--- config.mk ---
export PLATFORM = sky130hd
export DESIGN_NAME = pvs_weights
export DESIGN_NICKNAME = d
export VERILOG_FILES = /design/src/hw/rtl/pvs_pkg.sv /design/src/hw/rtl/pvs_weights.sv
export SDC_FILE = /design/constraint.sdc
export NUM_CORES = 1
export LEC_CHECK = 0
export ABC_AREA = 1
export BUFFER_PORTS_ARGS = -buffer_cell sky130_fd_sc_hd__buf_2
export CAP_MARGIN = 25
export CELL_PAD_IN_SITES_DETAIL_PLACEMENT = 0
export CELL_PAD_IN_SITES_GLOBAL_PLACEMENT = 1
export CORE_AREA = 2 2 214 216
export DETAILED_ROUTE_END_ITERATION = 8
export DIE_AREA = 0 0 216 218
export PLACE_DENSITY_LB_ADDON = 0.1
export SLEW_MARGIN = 25
export SYNTH_ARGS = -nofsm -noshare
export SYNTH_HDL_FRONTEND = slang
export SYNTH_SLANG_ARGS = --single-unit
--- constraint.sdc ---
create_clock -name vclk -period 3.1
set_input_delay 0.465 -clock vclk [all_inputs]
set_output_delay 0.465 -clock vclk [all_outputs]
set_load 0.02 [all_outputs]
--- src/hw/rtl/pvs_pkg.sv ---
// Package for the polynomial value and slope block.
// Holds word widths, register indexes, pipeline payload types and saturation.
// No dependencies.
package pvs_pkg;

  // Fixed field widths
  localparam int DATA_W   = 32;
  localparam int WIDE_W   = 64;
  localparam int DEG_W    = 3;
  localparam int IDX_W    = 3;
  localparam int NUM_COEF = 6;

  // Configuration register indexes
  localparam logic [IDX_W-1:0] CFG_DEGREE = 3'd0;
  localparam logic [IDX_W-1:0] CFG_COEF0  = 3'd1;

  localparam logic [DEG_W-1:0] DEGREE_RESET = 3'd3;

  localparam longint WORD_MAX = (longint'(1) <<< (DATA_W - 1)) - 1;
  localparam longint WORD_MIN = -(longint'(1) <<< (DATA_W - 1));

  typedef logic signed [DATA_W-1:0] word_t;
  typedef logic signed [WIDE_W-1:0] wide_t;

  // Saturated word and its clamp flag
  typedef struct packed {
    word_t val;
    logic  ovf;
  } sat_t;

  // Item between cells: point, value and slope accumulators, overflow so far
  typedef struct packed {
    word_t x;
    word_t val;
    word_t slp;
    logic  ovf;
  } item_t;

  // Item inside a cell after the multiply stage
  typedef struct packed {
    word_t x;
    wide_t pv;
    wide_t ps;
    word_t slp;
    logic  ovf;
  } prod_t;

  // Clamp a wide signed value to the word range
  function automatic sat_t sat_word(input wide_t v);
    sat_t r;
    if (v > wide_t'(WORD_MAX)) begin
      r.val = word_t'(WORD_MAX);
      r.ovf = 1'b1;
    end else if (v < wide_t'(WORD_MIN)) begin
      r.val = word_t'(WORD_MIN);
      r.ovf = 1'b1;
    end else begin
      r.val = v[DATA_W-1:0];
      r.ovf = 1'b0;
    end
    return r;
  endfunction

endpackage

--- src/hw/rtl/pvs_weights.sv ---
// Coefficient preparation for the Horner cell chain.
// Masks coefficients above the degree in use and forms derivative weights j*a[j].
// Depends on pvs_pkg.
module pvs_weights #(
  parameter int MAX_DEGREE = 5
) (
  input  logic [pvs_pkg::DEG_W-1:0] degree_i,
  input  pvs_pkg::word_t            coef_i     [pvs_pkg::NUM_COEF],
  output logic [pvs_pkg::DEG_W-1:0] deg_eff_o,
  output pvs_pkg::word_t            coef_eff_o [MAX_DEGREE+1],
  output pvs_pkg::word_t            weight_o   [MAX_DEGREE:1],
  output logic                      wovf_o
);

  logic [pvs_pkg::DEG_W-1:0] deg_eff;
  logic [MAX_DEGREE:1]       wovf_vec;

  // Degree clamped to what the chain can hold
  assign deg_eff   = (degree_i > pvs_pkg::DEG_W'(MAX_DEGREE)) ?
                     pvs_pkg::DEG_W'(MAX_DEGREE) : degree_i;
  assign deg_eff_o = deg_eff;

  for (genvar j = 0; j <= MAX_DEGREE; j++) begin : g_coef
    if (j < pvs_pkg::NUM_COEF) begin : g_reg
      // Coefficient in use only up to the degree; higher terms act as zero
      assign coef_eff_o[j] = (pvs_pkg::DEG_W'(j) <= deg_eff) ? coef_i[j] : '0;
    end else begin : g_zero
      assign coef_eff_o[j] = '0;
    end
  end

  for (genvar j = 1; j <= MAX_DEGREE; j++) begin : g_weight
    if (j < pvs_pkg::NUM_COEF) begin : g_reg
      pvs_pkg::wide_t wide;
      pvs_pkg::sat_t  w;
      // Constant multiply by j, clamped; flags count only for terms in use
      assign wide = pvs_pkg::wide_t'(coef_i[j]) * pvs_pkg::wide_t'(j);
      assign w    = pvs_pkg::sat_word(wide);
      assign weight_o[j] = (pvs_pkg::DEG_W'(j) <= deg_eff) ? w.val : '0;
      assign wovf_vec[j] = (pvs_pkg::DEG_W'(j) <= deg_eff) & w.ovf;
    end else begin : g_zero
      assign weight_o[j] = '0;
      assign wovf_vec[j] = 1'b0;
    end
  end

  assign wovf_o = |wovf_vec;

endmodule

Yosys cells after proc, flatten, opt, wreduce, memory -nomap -nowiden
Index checks and enable logic that the tools add are counted.

storage, ports and cells
  flip-flop bits (word level) = 0
  latch bits = 0
  memory bits (writable) = 0
  ROM bits = 0
  input port bits = 195
  logic and storage cells = 47
  memories = 0

operators by class
  add/sub/neg operators = 0
  multipliers = 2
  div/mod/pow operators = 0
  magnitude comparators = 17
  eq/ne operators = 0
  shift operators = 0
  multiplexer cells = 22
  bitwise operators = 5
  reduce and logical (&&, ||, !) cells = 1

operators with widths
  cell                     count
  $mux W32                 11
  $mux W33                 10
  $gt A36 B32 Y1 const B   1
  $lt A36 B32 Y1 const B   1
  $mul A32 B4 Y36 const B  1
  $gt A35 B32 Y1 const B   1
  $lt A35 B32 Y1 const B   1
  $mul A32 B3 Y35 const B  1
  $gt A34 B32 Y1 const B   1
  $lt A34 B32 Y1 const B   1
  $gt A33 B32 Y1 const B   1
  $lt A33 B32 Y1 const B   1
  $gt A32 B32 Y1 const B   1
  $lt A32 B32 Y1 const B   1
  $le A1 B3 Y1 const A     2
  $le A2 B3 Y1 const A     2
  $le A3 B3 Y1 const A     2
  $and A1 B1 Y1            5
  $reduce_or A5 Y1         1
  $gt A3 B3 Y1 const B     1
  $mux W3                  1

Depth between registers and ports, before layout
  word-level depth = 6
  mapped depth = 25

Least setup slack after synthesis
OpenSTA, ideal clock, no wires.

  kind = input-to-output
  from = input port coef_i[1] (netlist name)
  to = output port weight_o[149] (netlist name)
  arrival time = 3137 ps
  setup slack = -502 ps
  stages on the path = 16
  path buffers = 1
  cells stage by stage = ha_1 ha_1 fa_1 nand3_1 nand2_1 a21oi_2 o21ai_2 nand3b_2 nand2_1 nand2_2 xor2_4 inv_2 nand2_1 nand2_2 buf_2 o21ai_0

RTL lines
  element      line               text
  from (decl)  pvs_weights.sv:8   input pvs_pkg::word_t coef_i [pvs_pkg::NUM_COEF],
  to (decl)    pvs_weights.sv:11  output pvs_pkg::word_t weight_o [MAX_DEGREE:1],

==> results.txt <==
number of DRC violations after detailed-routing iteration 0 - 429
Hold Violations, Final - 0
All-Layer GR Usage - 18.15%
io pins - 551
DP Wirelength - 39090 um
P&R area growth vs syn - 110.1%
Final Max Tran Viols - 0
remaining antenna violation count - 0
Worst-Margin Slew - 0.8102 ns
LEAKAGE - 8.976 nW
fin nets - 2565
die area - 0.04709 mm^2
syn_nets - 1866
WP data required - 2.63 ns
DRC viols - 0
yosys synthesis warning count - 0
Comb power frac - 100.0%
initial antenna violation count - 1
port bufs - 487
min-delay src - coef_i[160]
final wirelength - 45430 um
status - finished, violations left
iteration count of the initial detailed-routing pass - 5
mux contribution to synthesized area - 0%
Reg power frac - 0%
Achievable Freq - 268.1 MHz
Final Hold Slack - 0.9300 ns
kind of critical path - input port to output port
Synth Area in Simple Gates - 39.46%
first-pass GRT wire length - 67540 um
switching share of power - 55.18%
post-synthesis sequential area ratio - 0%
violated checks - setup timing
clkbuf count - 0
vias - 11895
crit path time final - 3.730 ns
Synth Area in XOR/XNOR - 3.780%
Final Cycle Share - 120.3%
Int Power - 2.152 mW
Post-Syn Area - 0.007879 mm^2
worst vdd ir - 0.1532 mV
Final Util - 36.86%
Pwr Density - 290.1 mW/mm^2
compound-cell area share of the yosys netlist - 16.71%
post-synthesis instance total - 1542
endpoint class of the critical path - output port
antenna cells - 0
Synth Area in Adders - 20.68%
relative slew slack - 45.93%
share of cells above drive strength 1 - 53.06%
Die Width - 216 um
GPL Wtd Cong - 0.8873
height of the chip - 218 um
dominant cell type by area after synthesis - ha_1
Initial Utilization - 17.55%
GRT overflow - 0
Max-cap violations - 0
vias in the first global route - 11845
syn avg cell area - 5.109 um^2
Min-Delay Path Class - input port to output port
Vias/cell - 4.190
post-synth cell types - 40
Core Area - 0.04489 mm^2
power share of the clock group - 0%
FF/Latch Area - 0 um^2
largest family of logic cells by synthesized area - simple AND/OR/NAND/NOR gates
Hold Path End - coef_eff_o[160]
WP data arrival - 3.27 ns
crit path launch type - input port
top post-synthesis cells by area - ha_1 20%, nand2_1 18%, inv_1 15%, nor2_1 12%, a21oi_1 4.8%
FFs & Latches - 0
PnR worst setup slack - -0.6305 ns
maximum fanout along the worst path - 7
post-synth top area share - 20.17%
RSZ-0062 raised after global routing - yes
setup violators final - 65
worst hold path depth - 0
pin count of the biggest net entering global routing - 65
P_sw - 2.649 mW
Cell Rows - 78
Avg WL per Cell - 16.00 um
==> critical path, stage by stage <==
cell and delay, ns:
buf_8 0.11, ha_4 0.26, ha_4 0.13, inv_2 0.03
fa_2 0.35, inv_2 0.08, nand2_2 0.06, nand2_4 0.10
nand3_4 0.08, nand2_4 0.09, buf_6 0.11, nand2_4 0.04
nand2_2 0.06, nand2_2 0.04, nand2_2 0.10, nand3_2 0.08
nor2_2 0.10, nand2_1 0.06, nor2_1 0.10, nand3_1 0.09
nand2_2 0.11, nand3_4 0.11, buf_6 0.16, buf_12 0.14
o21ai_2 0.06, buf_6 0.13
==> cell type report <==
class                           count  area (um^2)
Inverter                          315         1185
Tap cell                          600        750.7
Multi-Input combinational cell   1147         9256
Timing Repair Buffer              777         5358
Fill cell                        4935        28340
==> placed cells by master, fill, tap and decap left out, types with 12 or more instances in the layout <==
master and count:
inv_2 15, buf_2 413, nand4_1 13, xor2_1 14
nand3_2 18, a21oi_1 28, ha_4 102, nor2_2 29
o31ai_1 30, ha_1 25, buf_4 263, o21ai_1 12
a21oi_2 39, nor2_1 217, nand2_2 60, buf_12 15
buf_6 76, a21oi_4 14, nand2_4 27, nor2_4 20
nand3_1 48, xnor2_1 13, o21ai_2 13, o21ai_0 38
inv_1 298, o21ai_4 42, nand2_1 293
==> worst max-delay path by stage <==
stage	from	endpoint	cells past startpoint
after floorplan	coef_i[66]	weight_o[71]	24
after global placement	coef_i[83]	wovf_o	19
after detailed placement	coef_i[83]	wovf_o	19
after CTS	coef_i[66]	weight_o[80]	26
after global routing	coef_i[81]	weight_o[94]	20
final	coef_i[66]	weight_o[94]	26
==> stage by stage <==
stage / std cells / total power [mW] / area, um^2 / setup slack [ns] / setup TNS, ns
2_1_floorplan: 1542 / 2.173 / 8666 / -0.2020 / -7.611
3_3_place_gp: 2803 / 3.816 / 13470 / -1.431 / -65.05
3_5_place_dp: 2803 / 3.795 / 13470 / -1.340 / -63.59
4_1_cts: 2837 / 4.655 / 15960 / -0.6670 / -32.41
5_1_grt: 2839 / 5.174 / 16550 / -0.8131 / -37.49
6_report: 2839 / 4.801 / 16550 / -0.6305 / -27.29
==> Yosys cell counts (2+ instances only) <==
cell type and count:
o21bai_1 7, a21oi_1 76, buf_6 4, inv_2 6
nor2_2 4, clkbuf_1 62, o21ai_0 71, nand2_1 378
nor4_1 2, nand2_2 8, nand3_1 68, ha_1 127
xnor2_1 14, buf_1 5, o21ai_1 20, a21o_1 2
nand3_2 2, a21oi_2 5, o21a_1 2, buf_2 8
fa_1 2, nor2_1 259, inv_1 308, o21ai_2 14
nor2_4 3, nand4_1 13, xor2_1 15, o31ai_1 30
nand3b_1 7, nor3_1 9, and2_1 2
==> cells by family (layout without fill, tap and decap cells) <==
| family | Yosys count | count (layout) |
|---|---|---|
| AO/OA/AOI/OAI | 228 | 228 |
| XOR/XNOR | 31 | 31 |
| adder cells (fa/ha/maj) | 129 | 129 |
| buffers and inverters | 395 | 1092 |
| AND/OR/NAND/NOR | 759 | 759 |
==> layer usage <==
metal | up-vias | GRT usage [%] | part of all wire, %
li1 | 6170 | - | -
met1 | 5402 | 22.79 | 43
met2 | 291 | 34.30 | 51
met3 | 32 | 1.883 | 4.2
met4 | 0 | 1.712 | 1.2
met5 | - | 0 | 0
==> power by group through the flow <==
stage / combinational [mW] / sequential [mW] / clock [mW]
after floorplan: 2.17 / 0 / 0
after global placement: 3.82 / 0 / 0
after detailed placement: 3.80 / 0 / 0
after CTS: 4.65 / 0 / 0
after global routing: 5.17 / 0 / 0
final: 4.80 / 0 / 0
==> what timing repair did <==
| item | CTS | global route |
|---|---|---|
| buffers inserted | 31 | 3 |
| gates resized for setup | 427 | 118 |
| pin swaps | 85 | 42 |
| endpoints found under the hold margin | 0 | 0 |
| setup endpoints to repair | 65 | 65 |
| gates cloned | 3 | 0 |
| hold buffers | 0 | 0 |
(Power assumes the default switching activity.)
